`src/sv/natwl_ram.sv`:
```
module natwl_ram #(
    parameter int WIDTH = 8,
    parameter int DEPTH = 64
) (
    input  logic                     clk,
    input  logic                     wr_en,
    input  logic [$clog2(DEPTH)-1:0] wr_addr,
    input  logic [WIDTH-1:0]         wr_data,
    input  logic                     rd_en,
    input  logic [$clog2(DEPTH)-1:0] rd_addr,
    output logic [WIDTH-1:0]         rd_data
);

    logic [WIDTH-1:0] mem [DEPTH];

    always_ff @(posedge clk) begin
        if (wr_en) begin
            mem[wr_addr] <= wr_data;
        end
        if (rd_en) begin
            rd_data <= mem[rd_addr];
        end
    end

endmodule

```
`config.mk`:
```
export PLATFORM = sky130hd
export DESIGN_NAME = natwl_ram
export DESIGN_NICKNAME = d
export VERILOG_FILES = /design/src/sv/natwl_ram.sv
export SDC_FILE = /design/constraint.sdc
export NUM_CORES = 1
export LEC_CHECK = 0
export ABC_AREA = 1
export BUFFER_PORTS_ARGS = -buffer_cell sky130_fd_sc_hd__buf_4
export CORE_MARGIN = 5
export CORE_UTILIZATION = 45
export DETAILED_ROUTE_END_ITERATION = 12
export PLACE_DENSITY_LB_ADDON = 0.15
export SYNTH_ARGS = -nofsm -noshare
export SYNTH_HDL_FRONTEND = slang
export SYNTH_SLANG_ARGS = --single-unit
```
`constraint.sdc`:
```
create_clock -name clk -period 2.1 [get_ports clk]
set_clock_uncertainty 0.05 [all_clocks]
set_input_delay 0.21 -clock clk [delete_from_list [all_inputs] [get_ports clk]]
set_output_delay 0.21 -clock clk [all_outputs]
set_load 0.03 [all_outputs]
```
==> results of run 1 <==
[state kept, by name, summed over array words and instances (netlist names)]
register,count
rd_data,8
mem,512
[cell usage after synthesis]
library cell  number
buf_1             10
buf_2             37
buf_4             14
buf_6             35
buf_8              2
clkbuf_1          15
edfxtp_1         520
inv_1             10
inv_2              1
inv_6              1
nand2_1          648
nand3_1          439
nand4_1            9
nor2_1            56
nor4_1             8
[stage by stage]
stage | total power [mW] | instances | setup slack (ns) | utilization | cell area [µm²]
2_1_floorplan | 12.6 | 1805 | 0.0739 | - | 21400
3_3_place_gp | 13.2 | 2456 | 0.0503 | 0.480 | 22800
3_5_place_dp | 13.2 | 2456 | 0.0114 | 0.480 | 22800
4_1_cts | 22.4 | 2560 | 0.484 | 0.516 | 24500
5_1_grt | 23.0 | 2560 | 0.405 | 0.516 | 24500
6_report | 22.2 | 2560 | 0.478 | 0.516 | 24500
[metal layers]
metal	track usage	wire length [µm]
met2	0.339	26400
met5	0	0
met1	0.304	24700
met3	0.0323	3600
met4	0.0522	1030
[cells by family after synthesis]
family,share of synthesized area
buf+inv,0.0401
simple gates,0.231
flops,0.729
[power by group]
group,internal [mW],total (mW),switching (mW)
Combinational,0.417,1.47,1.05
Clock,5.26,9.16,3.90
Sequential,11.5,11.5,0.0360
Total,17.2,22.2,4.99
[worst max-delay path by stage]
stage / start / to / slack (ns) / depth (start not counted)
2_1_floorplan: wr_en / mem[48][0] / 0.07 / 3
3_3_place_gp: rd_addr[0] / rd_data[0] / 0.05 / 11
3_5_place_dp: rd_addr[0] / rd_data[0] / 0.01 / 11
4_1_cts: rd_data[7] / rd_data[7] / 0.48 / 1
5_1_grt: rd_addr[0] / rd_data[0] / 0.41 / 11
6_report: rd_data[7] / rd_data[7] / 0.48 / 1
[area by class of cell]
cell class              count  share of cell area
well taps                 615              0.0314
inverters                  12             0.00215
flip-flops and latches    520               0.638
multi-input cells        1160               0.202
clock buffers              63              0.0557
repair buffers            154              0.0582
clock inverters            36              0.0129
==> flow_summary.ini, run 1 <==
[clock_tree]
cts_buffers = 53
numClockSinks = 520
clockRootBuffer = clkbuf_16
post_cts_buffers = 0
cts_hold_buf = 5
postCtsResizedCells = 0
htreeDepth = 2
clock_latency_ns = 0.61
clockBufferDepth = 3
path_clk_slew_ns = 0.06
cts_tree = built

[hold_path]
holdPathEnd = mem[23][4]
hp-class = in -> reg
holdPathStages = 1
hold_start = wr_data[4]

[route]
vias_per_cell = 5.41
num_vias = 13861
drtIter0Drc = 1313
drt_pass1_iterations = 7
ant_nets = 0
wire_per_inst_um = 21.8
routed_wl_mm = 55.8
drt_drc_violations_left = 0

[logic_synthesis]
yosys-top-cells-area = edfxtp_1, nand2_1, nand3_1
synth_area_mm2 = 0.0214
yosys.area.top_type = edfxtp_1
ys_seq_area_frac = 0.729
synth_area_per_cell_um2 = 11.9
synth.distinct_cells = 15
syn_inst = 1805
ys.warnings.count = 0
ys_ff_latch = 520
synth_nets = 1828
synth_top_area_frac = 0.729

[critical_path]
slowest_delay_ns = 0.53
worstPathCellList = buf_4
critPathLaunchType = flop
arrival_ns = 1.36
worst-path-buf-inv = 1
crit_family = flip-flops
slowest_stage = edfxtp_1
crit_fanout = 1
reg2reg_to = rd_data[7]
cp.required_ns = 1.84
worstSetupPathType = reg -> out
r2r-start = mem[55][7]
reg2regPathDepth = 8
ff2ff_setup_slack_ns = 0.52
critPathCaptureType = primary output

[sta]
post-route-period-util = 0.772
hold_ws_ns = 0.0121
max_freq_ghz = 0.617
period_needed_ns = 1.62
final-max-slew-violation-count = 0
rsz0062_at_grt = no
relSlewSlack = 0.280
worstMarginPinSlew_ns = 1.08
finalSetupTns_ns = 0
setup_viol = 0
hold_viol = 0

[global_routing]
grt_pass1_vias = 13353
grt_pass1_wl_mm = 84.3
grt_use_total = 0.210
antenna_found_initial = 0
grt_max_degree = 97
grt_overflow = 0

[layout]
final_common_cell = nand2_1
antenna_cells = 0
syn2layout_area_growth_pct = 14.3
fillCellCount = 4177
nets = 1924
final_cell_mix = nand2_1, edfxtp_1, nand3_1
drive_gt1_frac = 0.117
multiInputGateArea_mm2 = 0.00495
seq_area_mm2 = 0.0156

[floorplan]
die_w_um = 228
core.rowCount = 80
core_area_mm2 = 0.0474
start_util = 0.451
dieArea_mm2 = 0.0521
die_h_um = 228
io_pins = 31

[power_and_ir_drop]
ir_worst_vdd_v = 0.000597
p_leak_nw = 8.95
cellPowerDensity_mw_per_mm2 = 906

[status]
status = completed

[placed_design]
place_hpwl_mm = 34.1
gp_congestion = 0.865
port_buffers = 30

[flow_run]
maxCapViolations = 0
(Power assumes the default switching activity.)
==> inputs of run 2 (changes only) <==
- ABC_AREA: 1 -> 0
- clock period: 2.1 -> 1.6 ns (I/O delays scaled with it)
==> run 2 against run 1 <==
The run now ends with setup timing left; synthesized cell count is 48% lower; combinational power up 20%; setup slack worse by 0.90 ns; first-iteration DRC count decreased by 35%; power grew 27%; clock-buffer cell count grew 4; core utilization is 3.9 points higher; final area up 0.39%; via count decreased by 27%; wire length fell by 15%.
==> flow_summary.ini, run 2 <==
[logic_synthesis]
synth_area_per_cell_um2 = 21.5
synth.distinct_cells = 39
synth_area_mm2 = 0.0202
synth_top_area_frac = 0.771
synth_nets = 963
ys.warnings.count = 0
yosys-top-cells-area = edfxtp_1, mux4_2, nor2_1
syn_inst = 940
synth_common_cells = edfxtp_1, mux4_2, nor2_1
ys_seq_area_frac = 0.771
synth.most_common_cell = edfxtp_1
yosys.area.top_type = edfxtp_1
ys.flop_type = edfxtp_1
ys_ff_latch = 520
synth-async-reset-ratio = 0
synth_edf_count = 520

[critical_path]
slowest_stage = mux4_2
critPathLaunchType = flop
cpMostUsedCell = mux4_2
worstSetupPathType = reg -> reg
slowest_delay_ns = 0.55
worst-path-buf-inv = 0
worstPathCellList = mux4_2 > mux4_2 > nor2_2 > nor3_2 > o2bb2ai_1
cp.required_ns = 1.89
arrival_ns = 2.32
crit_family = multiplexers
crit_fanout = 1
critPathCaptureType = flop

[sta]
period_needed_ns = 2.02
final-max-slew-violation-count = 0
max_freq_ghz = 0.494
hold_viol = 0
fin_ws_ns = -0.424
rsz0062_at_grt = yes
setup_viol = 8
worstMarginPinSlew_ns = 0.700
post-route-period-util = 1.26
relSlewSlack = 0.533

[hold_path]
hp-class = in -> reg

[route]
wire_per_inst_um = 26.7
vias_per_cell = 5.65
drtIter0Drc = 858
ant_nets = 0
drt_pass1_iterations = 5
routed_wl_mm = 47.7
drt_drc_violations_left = 0
num_vias = 10101

[global_routing]
antenna_found_initial = 1
use_met1 = 0.280
grt_overflow = 0
grt_max_degree = 65
grt_use_total = 0.195
grt-busiest-layer = met2
met2_usage = 0.311
met3_usage = 0.0348
grt_pass1_wl_mm = 70.9
grt_pass1_vias = 10545

[status]
status = finished with violations
violations = setup timing

[placed_design]
port_buffers = 30
place_hpwl_mm = 31.4
gp_congestion = 0.805
place_area_mm2 = 0.0229

[floorplan]
core.rowCount = 77
die_w_um = 222
start_util = 0.457
io_pins = 31
dieArea_mm2 = 0.0493
core_area_mm2 = 0.0443
die_h_um = 222

[power_and_ir_drop]
p_switching_mw = 5.92
switching_share = 0.210
p_comb_frac = 0.063
pwr-share-clk = 0.399
p_int_mw = 22.3
ir_worst_vdd_v = 0.000806
cellPowerDensity_mw_per_mm2 = 1150
p_leak_nw = 7.99
power_frac_seq = 0.538
fin_total_pwr_mw = 28.2

[layout]
top_regs = mem: 512 flops, rd_data: 8 flops
stdcell_area_mm2 = 0.0246
syn2layout_area_growth_pct = 21.4
drive_gt1_frac = 0.382
largest-register = mem
final_common_cell = edfxtp_1
nets = 1183
final_cell_mix = edfxtp_1, buf_4, mux4_2
largest_reg_flops = 512

[clock_tree]
cts_buffers = 53
path_clk_slew_ns = 0.06
htreeDepth = 2
clock_latency_ns = 0.59
clockRootBuffer = clkbuf_16
numClockSinks = 520
clockBufferDepth = 3
cts_tree = built

[flow_run]
maxCapViolations = 0
## run 2: repair_timing
action                                  CTS  global route
endpoints found under the hold margin    65             0
gates cloned                              0             0
hold buffers                              5             0
endpoints found under the setup margin    8             8
gates resized for setup                  18             7
buffers inserted                          0             0
pin swaps                                 2             2
## run 2: cells by family after synthesis
kind of cell           synth area share
buffers and inverters            0.0156
AOI/OAI and AO/OA                0.0206
muxes                             0.159
and+or+nand+nor                  0.0337
DFF                               0.771
## run 2: power by group through the flow
stage / sequential, mW / clock [mW] / combinational, mW
after detailed placement: 15.4 / 0 / 1.74
after global routing: 15.2 / 12.1 / 1.89
after global placement: 15.4 / 0 / 1.73
after floorplan: 15.5 / 0 / 0.829
final: 15.2 / 11.3 / 1.77
after CTS: 15.2 / 11.5 / 1.79
## run 2: routing by layer
metal / part of all wire / up-vias
met5: 0 / -
met4: 0.022 / 0
met3: 0.061 / 66
met2: 0.49 / 323
met1: 0.43 / 5334
li1: - / 4378
## run 2: area by class of cell
class,instances,area [µm²]
Timing Repair Buffer,216,2140
Tap cell,592,741
Antenna cell,1,2.50
Clock inverter,23,133
Multi-Input combinational cell,369,4530
Sequential cell,520,15600
Clock buffer,67,1420
Fill cell,3426,19700
## run 2: final timing paths
check / startpoint / cells after the start / slack (ns) / end
max reg2reg: mem[13][0] / 5 / -0.42 / rd_data[0]
min reg2reg: mem[22][2] / 4 / 0.85 / rd_data[2]
min: wr_data[5] / 2 / 0.03 / mem[56][5]
max: mem[13][0] / 5 / -0.42 / rd_data[0]
## run 2: metrics by stage
step	setup WS [ns]	std cells	util	setup TNS [ns]	hold slack [ns]
2_1_floorplan	-0.295	940	-	-9.20	0.209
3_3_place_gp	-0.968	1692	0.516	-9.78	0.429
3_5_place_dp	-0.974	1692	0.516	-10.03	0.443
4_1_cts	-0.433	1787	0.554	-3.13	0.0157
5_1_grt	-0.460	1788	0.555	-3.41	0.0262
6_report	-0.424	1788	0.555	-3.00	0.0350
==> inputs of run 3 (changes only) <==
--- a/config.mk
+++ b/config.mk
@@ -9,2 +9,3 @@
 export BUFFER_PORTS_ARGS = -buffer_cell sky130_fd_sc_hd__buf_4
+export CORE_ASPECT_RATIO = 1.5
 export CORE_MARGIN = 5
==> constraint.sdc (replaced) <==
create_clock -name clk -period 1.6 [get_ports clk]
set_clock_uncertainty 0.05 [all_clocks]
set_input_delay 0.24 -clock clk [delete_from_list [all_inputs] [get_ports clk]]
set_output_delay 0.24 -clock clk [all_outputs]
set_load 0.03 [all_outputs]
==> run 3 against run 2 <==
The flow still finishes with violations (setup timing); wire length is 0.40% lower; combinational power hardly changed; clock power is 5% lower; worst hold slack better by 0.060 ns; sequential cell count is the same; core utilization decreased by 0.085 points; die area grew 0.18%; via count decreased by 2.9%; fmax is 0.49% lower; clock-buffer cell count shrank 9; first-iteration DRC count down 9.7%; critical path depth unchanged; critical endpoint is now rd_data[1]; largest cell class unchanged; largest power group unchanged; highest routed layer unchanged.
==> flow_summary.ini, run 3 (same netlist as run 2, synthesis figures left out) <==
[layout]
fillCellCount = 3502
syn2layout_area_growth_pct = 22.3
largest-register = mem
top_regs = mem: 512 flops, rd_data: 8 flops
final_common_cell = edfxtp_1
largest_reg_flops = 512
multiInputGateArea_mm2 = 0.00466
nets = 1170
antenna_cells = 0
seq_area_mm2 = 0.0156
final_cell_mix = edfxtp_1, buf_4, mux4_2
drive_gt1_frac = 0.401

[global_routing]
grt_pass1_vias = 10531
antenna_found_initial = 0
grt_pass1_wl_mm = 70.5
grt_max_degree = 65
grt_use_total = 0.195
grt_overflow = 0

[critical_path]
cp.required_ns = 1.87
endpoint = rd_data[1]
crit_fanout = 1
cpMostUsedCell = mux4_2
r2r-start = mem[3][1]
reg2reg_to = rd_data[1]
slowest_stage = mux4_2
slowest_delay_ns = 0.54
worstSetupPathType = reg -> reg
critPathCaptureType = flop
arrival_ns = 2.30
worst-path-buf-inv = 0
crit_family = multiplexers
reg2regPathDepth = 5
worstPathCellList = mux4_2 > mux4_2 > nor2_2 > nor3_2 > o2bb2ai_1
critical_path_depth = 5
crit_path_start = mem[3][1]
ff2ff_setup_slack_ns = -0.43
critPathLaunchType = flop

[floorplan]
core_area_mm2 = 0.0447
core.rowCount = 95
io_pins = 31
start_util = 0.453
dieArea_mm2 = 0.0494
die_w_um = 183
die_h_um = 270

[sta]
final-max-slew-violation-count = 0
setup_viol = 8
period_needed_ns = 2.03
hold_ws_ns = 0.0950
hold_viol = 0
max_freq_ghz = 0.492
worstMarginPinSlew_ns = 0.740
rsz0062_at_grt = yes
relSlewSlack = 0.507
post-route-period-util = 1.27
fin_ws_ns = -0.434

[route]
ant_nets = 0
num_vias = 9807
wire_per_inst_um = 26.9
routed_wl_mm = 47.5
drt_drc_violations_left = 0
drtIter0Drc = 775
drt_pass1_iterations = 5
vias_per_cell = 5.56

[hold_path]
hp-class = in -> reg
hold_start = wr_data[5]

[clock_tree]
htreeDepth = 2
cts_tree = built
numClockSinks = 520
clockRootBuffer = clkbuf_16
clockBufferDepth = 3
clock_latency_ns = 0.57
cts_buffers = 46
path_clk_slew_ns = 0.06

[placed_design]
place_hpwl_mm = 31.8
port_buffers = 30
dp_slack_ns = -0.978
gp_congestion = 0.785

[power_and_ir_drop]
p_leak_nw = 7.96
ir_worst_vdd_v = 0.000971
cellPowerDensity_mw_per_mm2 = 1120

[flow_run]
maxCapViolations = 0

[status]
status = finished with violations
violations = setup timing
## run 3: cell types whose count changed in the layout (fill, tap and decap cells not counted), sizes merged
cell / previous run / this run
clkbuf: 68 / 59
clkinv: 20 / 16
clkinvlp: 1 / 5
buf: 210 / 207
dlygate4sd3: 5 / 2
bufinv: 1 / 3
diode: 1 / 0
inv: 1 / 0
## run 3: where the power goes
part / switching, mW / internal (mW) / total [mW]
Sequential: 0.0373 / 15.1 / 15.1
Clock: 4.69 / 6.05 / 10.7
Combinational: 0.996 / 0.791 / 1.79
## run 3: area by class of cell
class	count	area share
clock buffers	58	0.0509
clock inverters	24	0.00794
multi-input cells	369	0.188
flip-flops and latches	520	0.631
well taps	582	0.0294
repair buffers	210	0.0925
## run 3: through the flow
step	setup TNS [ns]	total power, mW	cell area, µm²	util	cells
global route	-3.61	28.6	24800	0.554	1763
global placement	-7.83	17.2	23200	0.518	1679
CTS	-3.31	28.0	24700	0.553	1763
detailed placement	-8.30	17.2	23200	0.518	1679
floorplan	-18.44	16.3	20500	-	940
finish	-3.17	27.7	24800	0.554	1763
## run 3: worst min path at each step
stage,to,slack [ns],cells after the start
final,mem[56][5],0.1,1
after global routing,mem[56][5],0.07,1
after CTS,mem[56][5],0.07,1
after detailed placement,mem[6][2],0.51,1
after global placement,mem[6][2],0.51,1
after floorplan,mem[0][0],0.29,0
## run 3: timing repair
item,CTS,global route
setup buffers,0,0
endpoints found under the setup margin,8,8
pin swaps,4,1
resized for setup,22,3
hold buffers,2,0
hold endpoints to repair,16,0
## run 3: metal layers
metal	GRT usage	part of all wire
met1	0.248	0.39
met4	0.0539	0.026
met2	0.352	0.55
met5	0	0
met3	0.0241	0.043
## run 3: worst register-to-register path: stages (launching register included)
cell       delay [ns]
edfxtp_1         0.37
mux4_2           0.54
mux4_2           0.51
nor2_2           0.12
nor3_2           0.08
o2bb2ai_1        0.14
